===== src/rtl/core/gear_ratio_hysteresis_detector_assert.svh =====
// Assertion macros used by the core controller module.
`ifndef GEAR_RATIO_HYSTERESIS_DETECTOR_ASSERT_SVH
`define GEAR_RATIO_HYSTERESIS_DETECTOR_ASSERT_SVH

// ante holds -> cons holds in the same cycle
`define GRHD_ASSERT_IMP(label, ante, cons) \
    label: assert property (@(posedge aclk) disable iff (!aresetn) (ante) |-> (cons)) \
        else $error("implication check failed");

// ante holds -> cons holds in the cycle after
`define GRHD_ASSERT_NEXT(label, ante, cons) \
    label: assert property (@(posedge aclk) disable iff (!aresetn) (ante) |=> (cons)) \
        else $error("next-cycle check failed");

// cond must never hold
`define GRHD_ASSERT_NEVER(label, cond) \
    label: assert property (@(posedge aclk) disable iff (!aresetn) !(cond)) \
        else $error("forbidden condition seen");

`endif


===== src/rtl/core/grhd_pkg.sv =====
package grhd_pkg;

    localparam int RATIO_W  = 16;
    localparam int GEAR_W   = 3;
    localparam int CNT_W    = 16;
    localparam int MARGIN_W = 8;
    localparam int STEP_W   = 4;

    localparam int NUM_GEARS  = 5;
    localparam int BAND_COUNT = 5;
    localparam int USED_BANDS = (NUM_GEARS < BAND_COUNT) ? NUM_GEARS : BAND_COUNT;

    localparam logic [GEAR_W-1:0] GEAR_NONE     = 3'd0;
    localparam logic [GEAR_W-1:0] GEAR_NEUTRAL  = 3'd6;
    localparam logic [GEAR_W-1:0] GEAR_CLUTCHED = 3'd7;

    localparam logic [RATIO_W-1:0] RATIO_SAT = '1;
    localparam int TORQUE_ZERO = 128;

    localparam logic REQ_UPDATE = 1'b0;
    localparam logic REQ_TICK   = 1'b1;

    localparam int CFG_ADDR_W = 3;
    localparam logic CFG_UNSTABLE_RELOAD = 1'b0;
    localparam logic CFG_TORQUE_MARGIN   = 1'b1;

    localparam logic [15:0] RELOAD_RST = 16'd2;
    localparam logic [7:0]  MARGIN_RST = 8'd5;

    // band limits, exclusive on both ends
    localparam logic [RATIO_W-1:0] INNER_LO [BAND_COUNT] =
        '{16'd7800, 16'd14800, 16'd21300, 16'd28100, 16'd34700};
    localparam logic [RATIO_W-1:0] INNER_HI [BAND_COUNT] =
        '{16'd8800, 16'd16000, 16'd22500, 16'd29300, 16'd35900};
    localparam logic [RATIO_W-1:0] OUTER_LO [BAND_COUNT] =
        '{16'd7300, 16'd14200, 16'd20700, 16'd27500, 16'd34100};
    localparam logic [RATIO_W-1:0] OUTER_HI [BAND_COUNT] =
        '{16'd9300, 16'd16600, 16'd23100, 16'd29900, 16'd36500};

    typedef struct packed {
        logic load;
        logic div_step;
        logic commit;
    } grhd_cmd_t;

    typedef struct packed {
        logic skip_div;
        logic out_busy;
    } grhd_sts_t;

endpackage


===== src/rtl/core/grhd_ctrl.sv =====
module grhd_ctrl
    import grhd_pkg::*;
(
    input  logic      aclk,
    input  logic      aresetn,
    input  logic      s_tvalid,
    output logic      in_ready,
    input  grhd_sts_t sts,
    output grhd_cmd_t cmd
);

    typedef enum logic [1:0] {
        ST_IDLE,
        ST_DIV,
        ST_COMMIT
    } state_t;

    state_t             state_reg, state_next;
    logic [STEP_W-1:0]  step_cnt_reg, step_cnt_next;

    always_comb begin
        state_next    = state_reg;
        step_cnt_next = step_cnt_reg;
        cmd           = '0;
        in_ready      = 1'b0;
        case (state_reg)
            ST_IDLE: begin
                in_ready = 1'b1;
                if (s_tvalid) begin
                    cmd.load      = 1'b1;
                    step_cnt_next = '0;
                    state_next    = ST_DIV;
                end
            end
            ST_DIV: begin
                // ticks and saturated ratios need no division
                if (sts.skip_div) begin
                    state_next = ST_COMMIT;
                end else begin
                    cmd.div_step  = 1'b1;
                    step_cnt_next = step_cnt_reg + 1'b1;
                    if (&step_cnt_reg) begin
                        state_next = ST_COMMIT;
                    end
                end
            end
            ST_COMMIT: begin
                if (!sts.out_busy) begin
                    cmd.commit = 1'b1;
                    state_next = ST_IDLE;
                end
            end
            default: begin
                state_next = ST_IDLE;
            end
        endcase
    end

    always_ff @(posedge aclk) begin
        if (!aresetn) begin
            state_reg    <= ST_IDLE;
            step_cnt_reg <= '0;
        end else begin
            state_reg    <= state_next;
            step_cnt_reg <= step_cnt_next;
        end
    end

`include "gear_ratio_hysteresis_detector_assert.svh"

    `GRHD_ASSERT_NEXT(a_busy_after_load, cmd.load, !in_ready)
    `GRHD_ASSERT_NEVER(a_no_result_overwrite, cmd.commit && sts.out_busy)
    `GRHD_ASSERT_NEXT(a_last_step_commits, cmd.div_step && (&step_cnt_reg),
        state_reg == ST_COMMIT)

endmodule


===== src/rtl/core/grhd_dp.sv =====
module grhd_dp
    import grhd_pkg::*;
(
    input  logic                aclk,
    input  logic                aresetn,
    input  grhd_cmd_t           cmd,
    output grhd_sts_t           sts,
    input  logic                in_tick,
    input  logic [15:0]         in_speed,
    input  logic [15:0]         in_rpm,
    input  logic [15:0]         in_torque,
    input  logic                in_moving,
    input  logic                in_stopped,
    input  logic                in_clutch,
    input  logic [CNT_W-1:0]    unstable_reload,
    input  logic [MARGIN_W-1:0] torque_margin,
    output logic                out_valid,
    input  logic                out_ready,
    output logic [RATIO_W-1:0]  out_ratio,
    output logic [GEAR_W-1:0]   out_detected,
    output logic [GEAR_W-1:0]   out_reported
);

    // captured item
    logic                tick_reg;
    logic [15:0]         rpm_reg;
    logic [15:0]         torque_reg;
    logic                moving_reg, stopped_reg, clutch_reg;
    logic                sat_reg;

    // divider
    logic [15:0]         rem_reg, rem_next;
    logic [RATIO_W-1:0]  quo_reg, quo_next;
    logic [16:0]         rem_sh;
    logic                rem_ge;

    // detector state
    logic [RATIO_W-1:0]  ratio_reg, ratio_next;
    logic [GEAR_W-1:0]   gear_reg, gear_next;
    logic [GEAR_W-1:0]   shown_reg, shown_next;
    logic [CNT_W-1:0]    unst_cnt_reg, unst_cnt_next;
    logic [CNT_W-1:0]    torq_cnt_reg, torq_cnt_next;
    logic                out_valid_reg;

    logic [RATIO_W-1:0]  new_ratio;
    logic [GEAR_W-1:0]   new_gear;
    logic                held;
    logic signed [17:0]  tq_s, tq_lo, tq_hi;
    logic                torque_low;

    // restoring division step; remainder always stays below rpm
    always_comb begin
        rem_sh   = {rem_reg, 1'b0};
        rem_ge   = rem_sh >= {1'b0, rpm_reg};
        rem_next = rem_ge ? 16'(rem_sh - {1'b0, rpm_reg}) : rem_sh[15:0];
        quo_next = {quo_reg[RATIO_W-2:0], rem_ge};
    end

    always_comb begin
        new_ratio = sat_reg ? RATIO_SAT : quo_reg;

        held = 1'b0;
        for (int i = 0; i < USED_BANDS; i++) begin
            if (gear_reg == GEAR_W'(i + 1) && new_ratio > OUTER_LO[i] &&
                new_ratio < OUTER_HI[i]) begin
                held = 1'b1;
            end
        end
        new_gear = GEAR_NONE;
        for (int i = USED_BANDS - 1; i >= 0; i--) begin
            if (new_ratio > INNER_LO[i] && new_ratio < INNER_HI[i]) begin
                new_gear = GEAR_W'(i + 1);
            end
        end
        if (held) begin
            new_gear = gear_reg;
        end

        tq_s       = $signed({2'b00, torque_reg});
        tq_lo      = 18'sd128 - $signed({10'd0, torque_margin});
        tq_hi      = 18'sd128 + $signed({10'd0, torque_margin});
        torque_low = (tq_s < tq_hi) && (tq_s > tq_lo);
    end

    always_comb begin
        ratio_next    = ratio_reg;
        gear_next     = gear_reg;
        shown_next    = shown_reg;
        unst_cnt_next = unst_cnt_reg;
        torq_cnt_next = torq_cnt_reg;
        if (cmd.commit) begin
            if (tick_reg) begin
                if (unst_cnt_reg != '0) unst_cnt_next = unst_cnt_reg - 1'b1;
                if (torq_cnt_reg != '0) torq_cnt_next = torq_cnt_reg - 1'b1;
            end else begin
                ratio_next = new_ratio;
                gear_next  = new_gear;
                if (new_gear != gear_reg) unst_cnt_next = unstable_reload;
                if (torque_low)           torq_cnt_next = unstable_reload;
                if (!moving_reg || stopped_reg) begin
                    shown_next = GEAR_NEUTRAL;
                end else if (clutch_reg) begin
                    shown_next = GEAR_CLUTCHED;
                end else if (unst_cnt_next == '0 && torq_cnt_next == '0) begin
                    shown_next = new_gear;
                end
            end
        end
    end

    always_ff @(posedge aclk) begin
        if (cmd.load) begin
            tick_reg    <= (in_tick == REQ_TICK);
            rpm_reg     <= in_rpm;
            torque_reg  <= in_torque;
            moving_reg  <= in_moving;
            stopped_reg <= in_stopped;
            clutch_reg  <= in_clutch;
            // quotient overflows exactly when speed >= rpm
            sat_reg     <= (in_rpm == '0) || (in_speed >= in_rpm);
            rem_reg     <= in_speed;
            quo_reg     <= '0;
        end else if (cmd.div_step) begin
            rem_reg <= rem_next;
            quo_reg <= quo_next;
        end
    end

    always_ff @(posedge aclk) begin
        if (!aresetn) begin
            ratio_reg     <= '0;
            gear_reg      <= GEAR_NONE;
            shown_reg     <= GEAR_NEUTRAL;
            unst_cnt_reg  <= '0;
            torq_cnt_reg  <= '0;
            out_valid_reg <= 1'b0;
        end else begin
            ratio_reg    <= ratio_next;
            gear_reg     <= gear_next;
            shown_reg    <= shown_next;
            unst_cnt_reg <= unst_cnt_next;
            torq_cnt_reg <= torq_cnt_next;
            if (cmd.commit) begin
                out_valid_reg <= 1'b1;
            end else if (out_ready) begin
                out_valid_reg <= 1'b0;
            end
        end
    end

    assign sts.skip_div = tick_reg || sat_reg;
    assign sts.out_busy = out_valid_reg && !out_ready;

    assign out_valid    = out_valid_reg;
    assign out_ratio    = ratio_reg;
    assign out_detected = gear_reg;
    assign out_reported = shown_reg;

endmodule


===== src/rtl/core/gear_ratio_hysteresis_detector.sv =====
// Channel   | Dir | Handshake         | Payload
// s_ (item) | in  | s_tvalid/s_tready | s_tdata sensor sample, s_tuser request kind
// m_ (item) | out | m_tvalid/m_tready | m_tdata ratio and gears
// apb       | in  | psel/penable      | two config registers at 0x0 and 0x4
//
// Update item: accept, 16 steps of the radix-2 ratio divider, then commit; a saturated
// ratio skips the divider steps. Tick item: accept, then commit with no divider steps.
// A new item is taken while the previous result still waits in the output register.
// A stalled m_ side holds the commit, and with it the next item's result.
// Synchronous active-low reset; detector state clears to ratio 0, gear 0, neutral.
module gear_ratio_hysteresis_detector
    import grhd_pkg::*;
(
    input  logic                  aclk,
    input  logic                  aresetn,

    input  logic                  s_tvalid,
    output logic                  s_tready,
    // [15:0] vehicle_speed, [31:16] engine_speed, [47:32] engine_torque,
    // [48] vehicle_moving, [49] engine_stopped, [50] clutch_down, [55:51] zero
    input  logic [55:0]           s_tdata,
    // [0] req_type
    input  logic                  s_tuser,

    output logic                  m_tvalid,
    input  logic                  m_tready,
    // [15:0] ratio, [18:16] detected_gear, [21:19] reported_gear, [23:22] zero
    output logic [23:0]           m_tdata,

    input  logic                  psel,
    input  logic                  penable,
    input  logic                  pwrite,
    input  logic [CFG_ADDR_W-1:0] paddr,
    input  logic [31:0]           pwdata,
    output logic [31:0]           prdata,
    output logic                  pready
);

    grhd_cmd_t cmd;
    grhd_sts_t sts;

    logic [CNT_W-1:0]    reload_reg;
    logic [MARGIN_W-1:0] margin_reg;
    logic [RATIO_W-1:0]  out_ratio;
    logic [GEAR_W-1:0]   out_detected, out_reported;

    assign pready = 1'b1;

    always_ff @(posedge aclk) begin
        if (!aresetn) begin
            reload_reg <= RELOAD_RST;
            margin_reg <= MARGIN_RST;
        end else if (psel && penable && pwrite) begin
            case (paddr[2])
                CFG_UNSTABLE_RELOAD: reload_reg <= pwdata[CNT_W-1:0];
                CFG_TORQUE_MARGIN:   margin_reg <= pwdata[MARGIN_W-1:0];
                default: ;
            endcase
        end
    end

    always_comb begin
        case (paddr[2])
            CFG_UNSTABLE_RELOAD: prdata = {16'd0, reload_reg};
            CFG_TORQUE_MARGIN:   prdata = {24'd0, margin_reg};
            default:             prdata = '0;
        endcase
    end

    grhd_ctrl u_ctrl (
        .aclk     (aclk),
        .aresetn  (aresetn),
        .s_tvalid (s_tvalid),
        .in_ready (s_tready),
        .sts      (sts),
        .cmd      (cmd)
    );

    grhd_dp u_dp (
        .aclk            (aclk),
        .aresetn         (aresetn),
        .cmd             (cmd),
        .sts             (sts),
        .in_tick         (s_tuser),
        .in_speed        (s_tdata[15:0]),
        .in_rpm          (s_tdata[31:16]),
        .in_torque       (s_tdata[47:32]),
        .in_moving       (s_tdata[48]),
        .in_stopped      (s_tdata[49]),
        .in_clutch       (s_tdata[50]),
        .unstable_reload (reload_reg),
        .torque_margin   (margin_reg),
        .out_valid       (m_tvalid),
        .out_ready       (m_tready),
        .out_ratio       (out_ratio),
        .out_detected    (out_detected),
        .out_reported    (out_reported)
    );

    assign m_tdata = {2'b00, out_reported, out_detected, out_ratio};

endmodule

===== config.mk =====
export PLATFORM = sky130hd
export DESIGN_NAME = gear_ratio_hysteresis_detector
export DESIGN_NICKNAME = d
export VERILOG_FILES = /design/src/rtl/core/grhd_pkg.sv /design/src/rtl/core/grhd_ctrl.sv /design/src/rtl/core/grhd_dp.sv /design/src/rtl/core/gear_ratio_hysteresis_detector.sv
export VERILOG_INCLUDE_DIRS = /design/src /design/src/rtl/core
export SDC_FILE = /design/constraint.sdc
export NUM_CORES = 1
export LEC_CHECK = 0
export BUFFER_PORTS_ARGS = -buffer_cell sky130_fd_sc_hd__buf_2
export CAP_MARGIN = 20
export CORE_MARGIN = 2
export CORE_UTILIZATION = 52
export CTS_BUF_LIST = sky130_fd_sc_hd__clkbuf_16
export DETAILED_ROUTE_END_ITERATION = 8
export PLACE_DENSITY_LB_ADDON = 0.15
export SYNTH_ARGS = -nofsm -noshare
export SYNTH_HDL_FRONTEND = slang
export SYNTH_SLANG_ARGS = --single-unit

===== constraint.sdc =====
create_clock -name aclk -period 3 [get_ports aclk]
set_input_delay 0.15 -clock aclk [delete_from_list [all_inputs] [get_ports aclk]]
set_output_delay 0.15 -clock aclk [all_outputs]
set_load 0.005 [all_outputs]

==> flow_summary.toml <==
[synth]
post-synth-top-area-fraction = 0.204
yosys_warnings = 0
synth_top_area_cell = "dfxtp_1"
netlist_top_cells_area = "dfxtp_1, edfxtp_1, ha_1"
ff_latch_count_synth = 154
synth_flop_cell = "dfxtp_1"
synthesis.area_um2 = 9920
synth_sequential_area_ratio = 0.364
synth_most_common_cell = "nand2_1"
synthesis.instances = 1206
synth_async_sr_flop_share = 0
ys_types = 81
syn_area_per_cell_um2 = 8.23
ys_top_cells_by_count = "nand2_1, dfxtp_1, nor2_1"
synth_enable_flop_cells = 53

[layout]
post-route-util = 0.708
fillerInstances = 1478
syn_to_final_growth_pct = 33.5
antenna_cells_inserted = 0
final_layout_size_suffix_gt1_frac = 0.275
final_net_count = 1642

[pwr]
power_per_cell_area_nw_per_um2 = 484
power.clock.fraction = 0.350
total_power_w = 0.00641
power_frac_seq = 0.379
leakage_nw = 5.63
comb_pwr_share = 0.271
worst_vdd_rail_ir_drop_mv = 0.383
intPower_w = 0.00444
power_switching_share = 0.308
p_switching_w = 0.00197

[clock_network]
cts_htree_levels = 4
clkSlewWorstSetupHoldPaths_ns = 0.07
clock_tree.buffer_depth = 2
cts_num_sinks = 154
tritoncts = "yes"
number_of_clock_buffers_inserted_by_tritoncts = 17
clock-root-buffer = "clkbuf_16"
clock_insertion_delay_worst_skew_ns = 0.43

[critical_path]
setup.worst_path.start = "u_dp.sat_reg"
critPathLaunchType = "flip-flop"
critical_path.n_buffers_inverters = 2
critical-path-slowest-cell = "or4_4"
crit-reg2reg-launch = "u_dp.sat_reg"
r2r.worst_path.cells = 12
cell_by_cell_trace_of_the_critical_path = "or4_4 -> or4_4 -> a31o_1 -> a21boi_1 -> o211ai_1 -> nor3_2 -> a311o_1 -> buf_6 -> a21boi_1 -> buf_4 -> nand2b_4 -> a221o_1"
timing.setup.critical_path_class = "reg2reg"
critical_path.top_delay_family = "simple AND/OR/NAND/NOR gates"
regToRegEndpoint = "u_dp.out_reported[0]"
nature_of_the_critical_path_endpoint = "flip-flop"
path_max_fanout = 8
critical-path-max-stage-delay_ns = 0.51
rrSetupSlack_ns = -0.31
critical_path_arrival_ns = 3.63
required_ns = 3.32

[floorplan]
rows = 50
fp.dieW_um = 142
start_util = 0.531
design.core.area_um2 = 18700
num_io_pins = 158
fp.dieArea_um2 = 20200
dieHeight_um = 142

[global_route]
grt_first_pass_wirelength_um = 47600
grt_antenna_before_repair = 0
global_route.overflow_total = 0
grt_start_max_net_pins = 37
number_of_global_route_vias_before_repair = 9474
tot_gr_track_use = 0.292

[timing]
finalSetupViolations = 31
postLayoutSetupSlackWorst_ns = -0.313
fmax_mhz = 302
max_slew_margin = 0.531
timing_worst_slew_pin_value_ns = 0.700
final_min_period_over_clock_period = 1.10
setup_repair_after_global_routing_missed_its_margin = "yes"
final-hold-violation-count = 0
fin_crit_ns = 3.31
finalMaxSlewViolations = 0
finalClockSkew_ns = 0.0138

[run]
cap_viol_max_count = 0

[worst_hold_path]
holdPathStages = 3
hold-path-endpoint = "reload_reg[13]"
timing.hold.worst.start = "pwdata[13]"
hold_path.class = "in2reg"

[placed_design]
gp_congestion = 0.915
detailedPlace.worstSlack_ns = -0.398
numPortBuffers = 115
place_hpwl_um = 20800

[route]
drt_pass1_iterations = 8
drt_wl_total_um = 29700
route.vias.total = 10100
ant_nets = 0
avg_wl_per_cell_um = 17.2
drt_drc_violations_left = 0
detailedRoute.firstIterationViolations = 836
via_density_per_instance = 5.82

[run_status]
violated_checks = "negative setup slack"
run_status = "complete, but fails checks"
==> power groups by stage <==
stage	clock, W	sequential (W)	combinational, W
after floorplan	0	0.00244	0.00106
after global placement	0	0.00246	0.00150
after detailed placement	0	0.00246	0.00153
after CTS	0.00226	0.00242	0.00164
after global routing	0.00235	0.00244	0.00192
final	0.00224	0.00243	0.00173
==> layer usage <==
metal | up-vias | track usage | part of all wire
met5 | - | 0 | 0
met4 | 0 | 0.100 | 0.024
li1 | 4894 | - | -
met1 | 4780 | 0.387 | 0.45
met3 | 58 | 0.0434 | 0.044
met2 | 326 | 0.490 | 0.48
==> worst max path at each step <==
stage | to | slack (ns) | depth (start not counted)
after CTS | u_dp.unst_cnt_reg[4] | -0.28 | 12
after detailed placement | u_dp.unst_cnt_reg[6] | -0.40 | 11
after global routing | u_dp.out_reported[0] | -0.40 | 12
after floorplan | u_dp.unst_cnt_reg[3] | -0.12 | 13
final | u_dp.out_reported[0] | -0.31 | 12
after global placement | u_dp.unst_cnt_reg[8] | -0.32 | 11
==> cells by family after synthesis <==
group | after synthesis | synth area share
flops | 154 | 0.364
xor+xnor | 14 | 0.0124
simple gates | 508 | 0.255
buf+inv | 148 | 0.0651
compound gates | 292 | 0.196
fa+ha+maj | 61 | 0.0777
mux | 27 | 0.0290
other cells | 2 | 0.000757
==> what timing repair did <==
item | 4_1_cts | 5_1_grt
buffers inserted | 17 | 2
cloned | 2 | 1
resized for setup | 59 | 38
pin swaps | 35 | 28
endpoints found under the hold margin | 56 | 0
hold buffers | 50 | 0
endpoints found under the setup margin | 39 | 55
==> through the flow <==
stage,cells,setup TNS [ns],instance area [µm²],hold slack (ns)
6_report,1729,-5.44,13200,0.0182
5_1_grt,1729,-10.00,13200,0.0138
4_1_cts,1726,-5.06,13100,0.00154
3_5_place_dp,1625,-7.01,11600,0.328
3_3_place_gp,1625,-5.24,11600,0.327
2_1_floorplan,1223,-1.05,10100,0.249
==> cell usage in the layout, fill, tap and decap left out, drive strengths merged, types with 6 or more instances in the layout <==
cell         count
dlygate4sd3     50
a21boi          19
and3             7
or3              8
xnor2           10
o2111ai          7
o21a             6
o211a            8
nand3           37
or3b            10
nor3            49
buf            274
and2             6
nand4b           6
o21ai           65
o22ai           10
mux2            14
nand4           19
dfxtp          101
clkinv           6
nand2b          15
nor3b           17
nor2            99
clkbuf          17
edfxtp          53
ha              60
a21o            16
nor2b           26
or4              7
a31oi           14
a21oi           74
nand2          164
mux2i           13
o31ai           14
nor4            23
a211oi          11
conb            19
inv             66
o211ai          11
==> tightest hold or removal path, cell delays in order <==
cell and delay, ns:
buf_2 0.12, nand2_1 0.05, a21boi_0 0.07
==> final cells by class <==
| cell class | count | area [µm²] | area share |
|---|---|---|---|
| clock buffer | 17 | 425 | 0.0321 |
| inverter | 63 | 239 | 0.0180 |
| sequential | 154 | 3620 | 0.273 |
| tap | 234 | 293 | 0.0221 |
| timing repair buffer | 324 | 2340 | 0.177 |
| clock inverter | 15 | 173 | 0.0130 |
| multi-input combinational | 922 | 6160 | 0.465 |
Power figures use the tool's default switching activity.
